===== config.mk =====
export PLATFORM = sky130hd
export DESIGN_NAME = sot_ctrl
export DESIGN_NICKNAME = d
export VERILOG_FILES = /design/src/sv/sot_pkg.sv /design/src/sv/sot_ctrl.sv
export SDC_FILE = /design/constraint.sdc
export NUM_CORES = 1
export LEC_CHECK = 0
export ABC_AREA = 1
export BUFFER_PORTS_ARGS = -buffer_cell sky130_fd_sc_hd__buf_4
export CORE_AREA = 2 2 39 41
export DETAILED_ROUTE_END_ITERATION = 7
export DIE_AREA = 0 0 41 43
export PLACE_DENSITY = 0.55
export SYNTH_ARGS = -nofsm -noshare
export SYNTH_HDL_FRONTEND = slang
export SYNTH_SLANG_ARGS = --single-unit
export TNS_END_PERCENT = 10

===== constraint.sdc =====
create_clock -name clk_i -period 0.9 [get_ports clk_i]
set_input_delay 0 -clock clk_i [delete_from_list [all_inputs] [get_ports clk_i]]
set_output_delay 0 -clock clk_i [all_outputs]
set_load 0.02 [all_outputs]

===== src/sv/sot_pkg.sv =====
// Shared types and constants for the segment offset translator.
// Used by sot_ctrl, sot_dp and segment_offset_translator; no dependencies.
`default_nettype none
package sot_pkg;

  localparam int DEF_MAX_SEGMENTS = 128;

  localparam int OFF_W    = 32;
  localparam int LEN_W    = 32;
  localparam int BASE_W   = 64;
  localparam int SLOT_W   = 7;
  localparam int KIND_W   = 4;
  localparam int CNT_W    = 8;
  localparam int CFG_IDX_W = 1;
  localparam int ENTRY_W  = BASE_W + LEN_W + OFF_W;

  localparam logic [KIND_W-1:0] KIND_NULL    = 4'd0;
  localparam logic [KIND_W-1:0] KIND_VIRTUAL = 4'd5;

  localparam logic ACT_LOAD      = 1'b0;
  localparam logic ACT_TRANSLATE = 1'b1;

  localparam logic [CFG_IDX_W-1:0] CFG_VIRTUAL_COUNT  = 1'd0;
  localparam logic [CFG_IDX_W-1:0] CFG_PHYSICAL_COUNT = 1'd1;

  typedef enum logic [1:0] {
    ST_FOUND  = 2'd0,
    ST_NULL   = 2'd1,
    ST_MISS   = 2'd2,
    ST_LOADED = 2'd3
  } status_e;

  typedef struct packed {
    logic    latch;
    logic    load_wr;
    logic    scan_init;
    logic    scan_step;
    logic    hit_take;
    logic    add;
    logic    set_st;
    status_e st;
    logic    put;
  } cmd_t;

  typedef struct packed {
    logic is_load;
    logic is_null;
    logic hit;
    logic miss;
    logic out_free;
  } sts_t;

endpackage
`default_nettype wire


===== src/sv/sot_ctrl.sv =====
// Controller state machine of the segment offset translator.
// Depends on sot_pkg for the command and status structs.
`default_nettype none
module sot_ctrl (
  input  wire logic          clk_i,
  input  wire logic          rst_ni,
  input  wire logic          in_valid_i,
  output      logic          in_ready_o,
  input  wire sot_pkg::sts_t sts_i,
  output      sot_pkg::cmd_t cmd_o
);

  typedef enum logic [2:0] {
    S_IDLE,
    S_DECODE,
    S_SCAN,
    S_ADD,
    S_PUT
  } state_e;

  state_e state_q, state_d;

  always_comb begin
    state_d       = state_q;
    cmd_o         = '0;
    cmd_o.st      = sot_pkg::ST_FOUND;
    in_ready_o    = 1'b0;
    case (state_q)
      S_IDLE: begin
        in_ready_o = 1'b1;
        if (in_valid_i) begin
          cmd_o.latch = 1'b1;
          state_d     = S_DECODE;
        end
      end
      S_DECODE: begin
        if (sts_i.is_load) begin
          cmd_o.load_wr = 1'b1;
          cmd_o.set_st  = 1'b1;
          cmd_o.st      = sot_pkg::ST_LOADED;
          state_d       = S_PUT;
        end else if (sts_i.is_null) begin
          cmd_o.set_st = 1'b1;
          cmd_o.st     = sot_pkg::ST_NULL;
          state_d      = S_PUT;
        end else begin
          cmd_o.scan_init = 1'b1;
          state_d         = S_SCAN;
        end
      end
      S_SCAN: begin
        if (sts_i.hit) begin
          cmd_o.hit_take = 1'b1;
          state_d        = S_ADD;
        end else if (sts_i.miss) begin
          cmd_o.set_st = 1'b1;
          cmd_o.st     = sot_pkg::ST_MISS;
          state_d      = S_PUT;
        end else begin
          cmd_o.scan_step = 1'b1;
        end
      end
      S_ADD: begin
        cmd_o.add    = 1'b1;
        cmd_o.set_st = 1'b1;
        cmd_o.st     = sot_pkg::ST_FOUND;
        state_d      = S_PUT;
      end
      S_PUT: begin
        if (sts_i.out_free) begin
          cmd_o.put = 1'b1;
          state_d   = S_IDLE;
        end
      end
      default: begin
        state_d = S_IDLE;
      end
    endcase
  end

  always_ff @(posedge clk_i or negedge rst_ni) begin
    if (!rst_ni) begin
      state_q <= S_IDLE;
    end else begin
      state_q <= state_d;
    end
  end

endmodule
`default_nettype wire


After elaboration in Yosys (flattened, before gate mapping)
Index checks and enable logic that the tools add are counted.
Widths: inputs -> output; s select.
Storage, ports and cells
  input port bits: 8
  output and inout bits: 11
  register bits: 3
  logic and storage cells: 36
Cells by class
  reductions and logical operators: 2
  equal/unequal tests: 7
  mux-type cells: 26
Operators by type and width (number)
  $mux 3: 10
  $pmux 3 s5: 1
  $mux 1: 12
  $pmux 3 s3: 1
  $eq 3x2->1 const B: 2
  $mux 2: 2
  $ne 2x2->1 const B: 2
  $eq 3x1->1 const B: 1
  $eq 3x3->1 const B: 1
  $logic_not 3->1: 1
  $ne 3x3->1 const B: 1
  $reduce_and 3->1: 1

Longest topological paths before layout
Gate-level depths: netlist of run 1.
  word-level depth: 3
  depth in mapped cells: 6
  depth with buffers taken out: 6

Least setup slack after synthesis of run 1
OpenSTA, ideal clock, no wires.
  path kind: register to output
  start point: register state_q[2]
  end point: output cmd_o[0] in the netlist's numbering
  arrival time: 1.203 ns
  setup slack: -0.303 ns
  required time: 0.900 ns
  buffers on the path: 0
  cell stages (with the launch flop): 3
  path through: dfrtp_1 -> inv_1 -> nor4_1
RTL lines
  from (decl): RTL line sot_ctrl.sv:21  | state_e state_q, state_d;
  from (signal assigned): RTL line sot_ctrl.sv:85  | state_q <= state_d;
  to (decl): RTL line sot_ctrl.sv:10  | output sot_pkg::cmd_t cmd_o

==> results of run 1 <==
==> metal layers <==
metal	GRT usage (%)	part of all wire, %
met2	12.8	48
met4	8.00	0.81
met3	4.71	9.6
met1	10.4	42
met5	0	0
==> cells by family after synthesis <==
kind of cell,Yosys count
flip-flops,3
buffers and inverters,12
AO/OA/AOI/OAI,4
AND/OR/NAND/NOR,23
==> how the worst max path moves through the flow <==
stage                      startpoint                      to
6_report       state_q[1]$_DFFE_PN0P_                cmd_o[2]
5_1_grt        state_q[1]$_DFFE_PN0P_                cmd_o[9]
4_1_cts        state_q[0]$_DFFE_PN0P_                cmd_o[2]
3_5_place_dp   state_q[1]$_DFFE_PN0P_                cmd_o[2]
3_3_place_gp   state_q[1]$_DFFE_PN0P_  state_q[0]$_DFFE_PN0P_
2_1_floorplan  state_q[0]$_DFFE_PN0P_                cmd_o[2]
==> stage by stage <==
step	utilization (%)	total power, W	setup TNS, ns	instances
after floorplan	-	0.000768	-0.408	42
after global placement	32.2	0.00108	-0.771	78
after detailed placement	32.2	0.00108	-0.880	78
after CTS	36.0	0.00137	-3.45	84
after global routing	38.2	0.00158	-4.35	85
final	38.2	0.00145	-3.45	85
==> worst max-delay path: stages (launching register included) <==
cell and delay (ns):
dfrtp_1 0.37, inv_2 0.08, nor3_4 0.20, nand3_2 0.11
o21ai_1 0.08, buf_4 0.15
==> repair_timing <==
| item | 4_1_cts | 5_1_grt |
|---|---|---|
| pin swaps | 1 | 3 |
| resized for setup | 3 | 7 |
| setup endpoints to repair | 14 | 14 |
| endpoints found under the hold margin | 3 | 0 |
| hold buffers | 1 | 0 |
| buffers inserted | 1 | 1 |
==> cells in the final DEF (no fill, tap or decap), types with 2 or more instances in the layout <==
cell and instances:
nor2_1 5, nor2_4 2, nand3_2 3, buf_4 21, dfrtp_2 2, nand3_1 4, inv_2 2, nand2_1 4
inv_1 9, clkbuf_4 3
==> area by class of cell <==
type                       count  area [sq um]
inverter                      12          47.5
tap                           16          20.0
fill                         153           855
timing repair buffer          23           179
clock buffer                   4          26.3
multi-input combinational     27           179
sequential                     3          77.6
==> power groups by stage <==
stage | clock [W] | combinational (W) | sequential [W]
2_1_floorplan | 0 | 0.000516 | 0.000252
3_3_place_gp | 0 | 0.000815 | 0.000263
3_5_place_dp | 0 | 0.000813 | 0.000265
4_1_cts | 0.000250 | 0.000859 | 0.000263
5_1_grt | 0.000261 | 0.00101 | 0.000309
6_report | 0.000237 | 0.000917 | 0.000300
==> impl_metrics.json, run 1 <==
{
  "clock_latency_ns": 0.23,
  "yosys.area_share.simple_pct": 46.2,
  "wl_per_cell_microns": 8.69,
  "setup_viol": 14,
  "ys_warn_count": 0,
  "antennaDiodeCount": 0,
  "min_path_type": "input port to register",
  "whs_endpoint": "state_q[2]$_DFFE_PN0P_",
  "grt_pass1_vias": 303,
  "netlist_top_cells_count": "inv_1, nand3_1, nor2_1",
  "ant_nets": 0,
  "grt-ovfl-total": 0,
  "h-tree-depth": 1,
  "endpoint_kind": "output pin",
  "outcome": "complete, but fails checks",
  "viasPerCell": 4.25,
  "synth_cell_types": 17,
  "violations": "negative setup slack",
  "fin_skew_ns": 0.000641,
  "finish.instance_area_sq_um": 529,
  "antenna_found_initial": 0,
  "powerDensity_mw_per_mm2": 2750,
  "post_dp_cell_area_sq_um": 445,
  "drtPass1Iterations": 4,
  "leakagePower_nw": 0.300,
  "synth_top_family_by_area": "simple AND/OR/NAND/NOR gates",
  "switching_power_w": 0.000695,
  "pin_count": 19,
  "worstSetupStartpointType": "register",
  "hold_viol_final": 0,
  "worst_pin_slew_ns": 0.213,
  "fin_crit_sh_pct": 137,
  "io_buffers": 18,
  "required_ns": 0.90,
  "rows": 14,
  "die_w_microns": 41,
  "synth_fa_ha_area_share_pct": 0,
  "synth_compound_area_share_pct": 8.49,
  "die_h_microns": 43,
  "largest-register": "state_q",
  "final_nets": 78,
  "p_clk_share_pct": 16.3,
  "via_count": 361,
  "post_synth.cell_area_avg_sq_um": 6.32,
  "gp_congestion": 0.775,
  "ir_drop_mv": 1.12,
  "p_int_w": 0.000759,
  "synth_most_common_cell": "inv_1",
  "ctsLongestPathBuffers": 2,
  "cts_root_buffer": "clkbuf_4",
  "die-area_sq_mm": 0.00176,
  "holdWs_ns": 0.0402,
  "grt_usage_pct": 9.47,
  "synth.net_count": 50,
  "cts.sinks": 3,
  "wirelength_microns": 739,
  "path_class": "register to output pin",
  "r2r_start": "state_q[1]$_DFFE_PN0P_",
  "grt_max_degree": 7,
  "start_util_pct": 19.2,
  "largest_reg_flops": 3,
  "hp-start": "sts_i[1]",
  "synth.area.mux_share_pct": 0,
  "ys.flop_type": "dfrtp_1",
  "synth_cells": 42,
  "seqPwrFrac_pct": 20.6,
  "period_minus_slack_ns": 1.23,
  "ff2ff_path_depth": 5,
  "rrSetupSlack_ns": -0.16,
  "cp.arrival_ns": 1.23,
  "pwr-share-comb_pct": 63.0,
  "max-cap-violations": 0,
  "worstReg2RegEnd": "state_q[0]$_DFFE_PN0P_",
  "ys_top_cells_by_area": "dfrtp_1, inv_1, nand3_1, nor2_1, nand2_1",
  "reg_top3": "state_q x3",
  "dp_hpwl_microns": 561,
  "drive_gt1_share_pct": 58.0,
  "yosys.area.top_type": "dfrtp_1",
  "ys_seq_elements": 3,
  "grt_pass1_wl_microns": 1100,
  "slew_headroom_pct": 85.7,
  "synth_enable_flop_cells": 0,
  "cts_buffers": 3,
  "maxSlewViolCount": 0,
  "synth_top_area_share_pct": 28.3,
  "whs_path_depth": 3,
  "cts_tree": "done",
  "pre_cts_ws_ns": -0.137,
  "synth-xor-area-share_pct": 0,
  "ys_seq_area_share_pct": 28.3,
  "area_delta_synth_final_pct": 99.5,
  "syn-cell-area_sq_um": 265,
  "worst_slack_ns": -0.331,
  "rsz0062_at_grt": "true",
  "fmax_ghz": 0.813,
  "cp_max_fo": 4,
  "drc": 0,
  "sw_frac_of_total_pct": 47.8,
  "core_sq_mm": 0.00138,
  "path_clk_slew_ns": 0.04,
  "async_reset_ff_share_pct": 100,
  "drt_iter0_drc": 3
}
No activity file was read; power rests on OpenSTA's default activity.
==> inputs of run 2 (changes only) <==
- PLACE_DENSITY: 0.55 -> 0.53
- clock period: 0.9 -> 1.45 ns (I/O delays scaled with it)
==> run 2 against run 1 <==
The run now ends clean; wire length shrank 8.9%; first-iteration DRC count shrank 67%; power is 46% lower; cell area decreased by 14%; core utilization fell by 5.2 points; flip-flop and latch count unchanged; critical path type unchanged.
==> impl_metrics.json, run 2 (synthesis gave the netlist of run 1 again) <==
{
  "fin_skew_ns": 0.000859,
  "drive_gt1_share_pct": 43.1,
  "io_buffers": 18,
  "drt_iter0_drc": 1,
  "met1_length_microns": 292,
  "start_util_pct": 19.2,
  "period_minus_slack_ns": 1.24,
  "final_common_cell": "buf_4",
  "path_clk_slew_ns": 0.03,
  "endpoint_kind": "output pin",
  "cts.sinks": 3,
  "sw_frac_of_total_pct": 47.6,
  "switching_power_w": 0.000372,
  "setup_viol": 0,
  "max-cap-violations": 0,
  "drc": 0,
  "viasPerCell": 4.09,
  "grt_usage_pct": 8.85,
  "cp.arrival_ns": 1.24,
  "crit_start": "state_q[2]$_DFFE_PN0P_",
  "via_count": 331,
  "dp_hpwl_microns": 566,
  "leakagePower_nw": 0.280,
  "worst_pin_slew_ns": 0.248,
  "ctsLongestPathBuffers": 2,
  "top_layer_used": "met3",
  "postCtsSetupRepairBufs": 0,
  "fin_setup_tns_ns": 0,
  "whs_path_depth": 3,
  "ant_nets": 0,
  "dr_wl_met3_microns": 41,
  "die-area_sq_mm": 0.00176,
  "gp_congestion": 0.708,
  "grt_pass1_vias": 288,
  "hold_buffers": 1,
  "core_sq_mm": 0.00138,
  "die_h_microns": 43,
  "grt_pass1_wl_microns": 1010,
  "min_path_type": "input port to register",
  "fmax_ghz": 0.805,
  "placed_cells": 76,
  "clock_latency_ns": 0.23,
  "fin_crit_sh_pct": 85.6,
  "cts_resized": 0,
  "antenna_found_initial": 0,
  "final_cell_mix": "buf_4, inv_1, nor2_1, nand3_1, nand2_1",
  "cts_root_buffer": "clkbuf_4",
  "pin_count": 19,
  "r2r_start": "state_q[1]$_DFFE_PN0P_",
  "powerDensity_mw_per_mm2": 1710,
  "ff2ff_path_depth": 5,
  "worstSetupStartpointType": "register",
  "outcome": "finished, final reports clean",
  "die_w_microns": 41,
  "wirelength_microns": 673,
  "cts_buffers": 3,
  "wl_per_cell_microns": 8.31,
  "drtPass1Iterations": 4,
  "grt_max_degree": 7,
  "ir_drop_mv": 0.472,
  "cp_max_fo": 6,
  "p_clk_share_pct": 17.9,
  "area_delta_synth_final_pct": 72.2,
  "pre_cts_ws_ns": 0.426,
  "final_nets": 74,
  "finalNonFillerCells": 81,
  "p_int_w": 0.000410,
  "slew_headroom_pct": 83.3,
  "rows": 14,
  "largest_reg_flops": 3,
  "reg_top3": "state_q x3",
  "hp-start": "sts_i[2]",
  "required_ns": 1.45,
  "h-tree-depth": 1,
  "grt-ovfl-total": 0,
  "pwr-share-comb_pct": 61.5,
  "largest-register": "state_q",
  "antennaDiodeCount": 0,
  "path_class": "register to output pin",
  "cts_tree": "done",
  "wl_met2_microns": 339,
  "rsz0062_at_grt": "false",
  "worst_slack_ns": 0.208,
  "hold_viol_final": 0,
  "holdWs_ns": 0.0614,
  "maxSlewViolCount": 0,
  "seqPwrFrac_pct": 20.6
}
## run 2: cell count changes in the layout (fill, tap and decap cells not counted), sizes merged
cell	previous run	this run
buf	22	18
## run 2: power groups by stage
stage          logic [W]  clock network [W]  registers (W)
2_1_floorplan   0.000311                  0       0.000153
3_3_place_gp    0.000488                  0       0.000161
3_5_place_dp    0.000486                  0       0.000162
4_1_cts         0.000489           0.000147       0.000162
5_1_grt         0.000527           0.000164       0.000169
6_report        0.000481           0.000140       0.000161
## run 2: final timing paths
path                       slack [ns]                      to
min in group asynchronous        0.10  state_q[2]$_DFFE_PN0P_
hold reg to reg                  0.64  state_q[2]$_DFFE_PN0P_
hold / removal                   0.06  state_q[1]$_DFFE_PN0P_
setup reg to reg                 0.42  state_q[0]$_DFFE_PN0P_
max in group asynchronous        1.25  state_q[1]$_DFFE_PN0P_
setup / recovery                 0.21                cmd_o[0]
## run 2: stage by stage
| step | instance area, sq um | util (%) | power [W] |
|---|---|---|---|
| floorplan | 265 | - | 0.000464 |
| global placement | 420 | 30.4 | 0.000650 |
| detailed placement | 420 | 30.4 | 0.000648 |
| CTS | 457 | 33.0 | 0.000798 |
| global route | 457 | 33.0 | 0.000860 |
| finish | 457 | 33.0 | 0.000782 |
## run 2: metal layers
metal,GRT usage (%),vias to the layer above
met4,8.00,0
li1,-,179
met3,3.14,0
met1,9.71,144
met2,12.5,8
met5,0,-
## run 2: critical path, cell delays in order, from the launching register on
cell and delay (ns):
dfrtp_1 0.45, inv_1 0.12, nor4_1 0.26, buf_4 0.19
## run 2: area by class of cell
cell class              count  area, sq um
clock buffers               4         26.3
fillers                   157          927
inverters                  12         45.0
multi-input cells          27          145
flip-flops and latches      3         75.1
well taps                  16         20.0
repair buffers             19          145
==> inputs of run 3 (changes only) <==
- ABC_AREA: 1 -> default
==> run 3 against run 2 <==
Worst setup slack worse by 0.10 ns; synthesized cell count is 26% lower; area after synthesis is 1.4% lower; critical path depth did not move; fmax decreased by 7.4%; flip-flop and latch count unchanged; cell area stayed put; sequential power is 20% higher.
==> impl_metrics.json, run 3 <==
{
  "grt_max_degree": 12,
  "setup_viol": 0,
  "cts_root_buffer": "clkbuf_4",
  "async_reset_ff_share_pct": 100,
  "cts.sinks": 3,
  "dp_hpwl_microns": 548,
  "r2r_start": "state_q[1]$_DFFE_PN0P_",
  "max-cap-violations": 0,
  "fin_crit_sh_pct": 92.5,
  "start_util_pct": 18.9,
  "rrSetupSlack_ns": 0.26,
  "drc": 0,
  "worst_pin_slew_ns": 0.290,
  "endpoint_kind": "output pin",
  "area_delta_synth_final_pct": 74.6,
  "outcome": "finished, final reports clean",
  "cp_max_fo": 7,
  "drtPass1Iterations": 3,
  "syn-cell-area_sq_um": 262,
  "yosys.area.top_type": "dfrtp_1",
  "cts_tree": "done",
  "cts_buffers": 3,
  "synth_cell_types": 20,
  "slew_headroom_pct": 80.7,
  "post_synth.cell_area_avg_sq_um": 8.44,
  "rows": 14,
  "power_w": 0.000787,
  "synth_enable_flop_cells": 0,
  "drive_gt1_share_pct": 54.7,
  "fillers": 159,
  "grt_pass1_wl_microns": 1090,
  "synth_top_area_share_pct": 28.7,
  "antenna_found_initial": 0,
  "gp_congestion": 0.704,
  "fmax_ghz": 0.745,
  "cp.arrival_ns": 1.34,
  "reg_top3": "state_q x3",
  "whs_endpoint": "state_q[2]$_DFFE_PN0P_",
  "ff2ff_path_depth": 2,
  "grt-ovfl-total": 0,
  "clock_latency_ns": 0.24,
  "drt_iter0_drc": 1,
  "antennaDiodeCount": 0,
  "largest-register": "state_q",
  "worstSetupStartpointType": "register",
  "path_clk_slew_ns": 0.04,
  "die_w_microns": 41,
  "viasPerCell": 4.46,
  "worstReg2RegEnd": "state_q[2]$_DFFE_PN0P_",
  "maxSlewViolCount": 0,
  "core_sq_mm": 0.00138,
  "postCtsSetupRepairBufs": 0,
  "powerDensity_mw_per_mm2": 1720,
  "pin_count": 19,
  "path_class": "register to output pin",
  "leakagePower_nw": 0.217,
  "die-area_sq_mm": 0.00176,
  "synth.net_count": 39,
  "wl_per_cell_microns": 10.2,
  "final_cell_mix": "buf_4, and2_1, nor2_1, clkbuf_4",
  "ant_nets": 0,
  "grt_pass1_vias": 278,
  "die_h_microns": 43,
  "required_ns": 1.45,
  "largest_reg_flops": 3,
  "ys.flop_type": "dfrtp_1",
  "ctsLongestPathBuffers": 2,
  "ir_drop_mv": 0.792,
  "ys_warn_count": 0,
  "final_common_cell": "buf_4",
  "period_minus_slack_ns": 1.34,
  "fin_skew_ns": 0.00115,
  "final_nets": 62,
  "ys_seq_area_share_pct": 28.7,
  "ys_top_cells_by_area": "dfrtp_1, and2_1, nand3b_1, or4b_4, nor2b_1",
  "synth_cells": 31,
  "rsz0062_at_grt": "false",
  "whs_path_depth": 3,
  "via_count": 308,
  "h-tree-depth": 1,
  "ys_seq_elements": 3,
  "grt_usage_pct": 9.54,
  "fin_setup_tns_ns": 0,
  "hp-start": "sts_i[3]",
  "hold_viol_final": 0,
  "wirelength_microns": 705,
  "io_buffers": 18,
  "min_path_type": "input port to register",
  "netlist_top_cells_count": "and2_1, dfrtp_1, nor2_1"
}
==> run 3: kinds of logic (layout without fill, tap and decap cells) <==
kind of cell           count (synthesis)  after routing  share of synthesized area (%)
AND/OR/NAND/NOR                       21             21                           52.2
AO/OA/AOI/OAI                          5              5                           13.4
flip-flops                             3              3                           28.7
buffers and inverters                  2             24                           5.74
==> run 3: critical path, stage by stage (launching register included) <==
cell	delay, ns
dfrtp_1	0.45
nand2b_2	0.27
nor3b_2	0.22
buf_4	0.17
==> run 3: stage by stage <==
stage               instance area (sq um)  utilization, %  worst slack, ns  hold slack (ns)  instances
floorplan                             267               -            0.126           -0.296         31
global placement                      410            29.7            0.283           -0.207         64
detailed placement                    410            29.7            0.270           -0.207         64
CTS                                   447            32.3          0.00223           0.0230         69
global route                          457            33.0           0.0126           0.0447         69
finish                                457            33.0            0.109           0.0415         69
==> run 3: final cells by class <==
type	instances	area [sq um]	area share [%]
well taps	16	20.0	4.38
inverters	1	3.75	0.822
multi-input cells	26	185	40.5
clock buffers	4	26.3	5.75
repair buffers	19	145	31.8
flip-flops and latches	3	76.3	16.7
==> run 3: worst max-delay path by stage <==
stage               slack, ns                     end              startpoint  depth (start not counted)
detailed placement       0.27                cmd_o[3]  state_q[0]$_DFFE_PN0P_                          4
global placement         0.28  state_q[2]$_DFFE_PN0P_  state_q[1]$_DFFE_PN0P_                          2
floorplan                0.13  state_q[0]$_DFFE_PN0P_  state_q[1]$_DFFE_PN0P_                          3
finish                   0.11                cmd_o[5]  state_q[2]$_DFFE_PN0P_                          3
CTS                     0.002                cmd_o[3]  state_q[0]$_DFFE_PN0P_                          4
global route             0.01                cmd_o[5]  state_q[2]$_DFFE_PN0P_                          3
==> run 3: per-layer routing <==
| metal | up-vias | global-route usage (%) | routed length, microns |
|---|---|---|---|
| li1 | 152 | - | - |
| met1 | 140 | 11.3 | 294 |
| met2 | 14 | 13.1 | 337 |
| met3 | 2 | 3.14 | 57 |
| met4 | 0 | 8.00 | 15 |
| met5 | - | 0 | 0 |
==> run 3: report_power, final <==
part / switching [W] / internal (W)
clock: 0.0000495 / 0.000104
sequential: 0.0000777 / 0.000116
combinational: 0.000224 / 0.000216
total: 0.000352 / 0.000435
==> run 3: timing repair <==
item                                   4_1_cts  5_1_grt
hold buffers                                 1        0
setup endpoints to repair                    0        5
gates resized for setup                      0        3
endpoints found under the hold margin        3        0
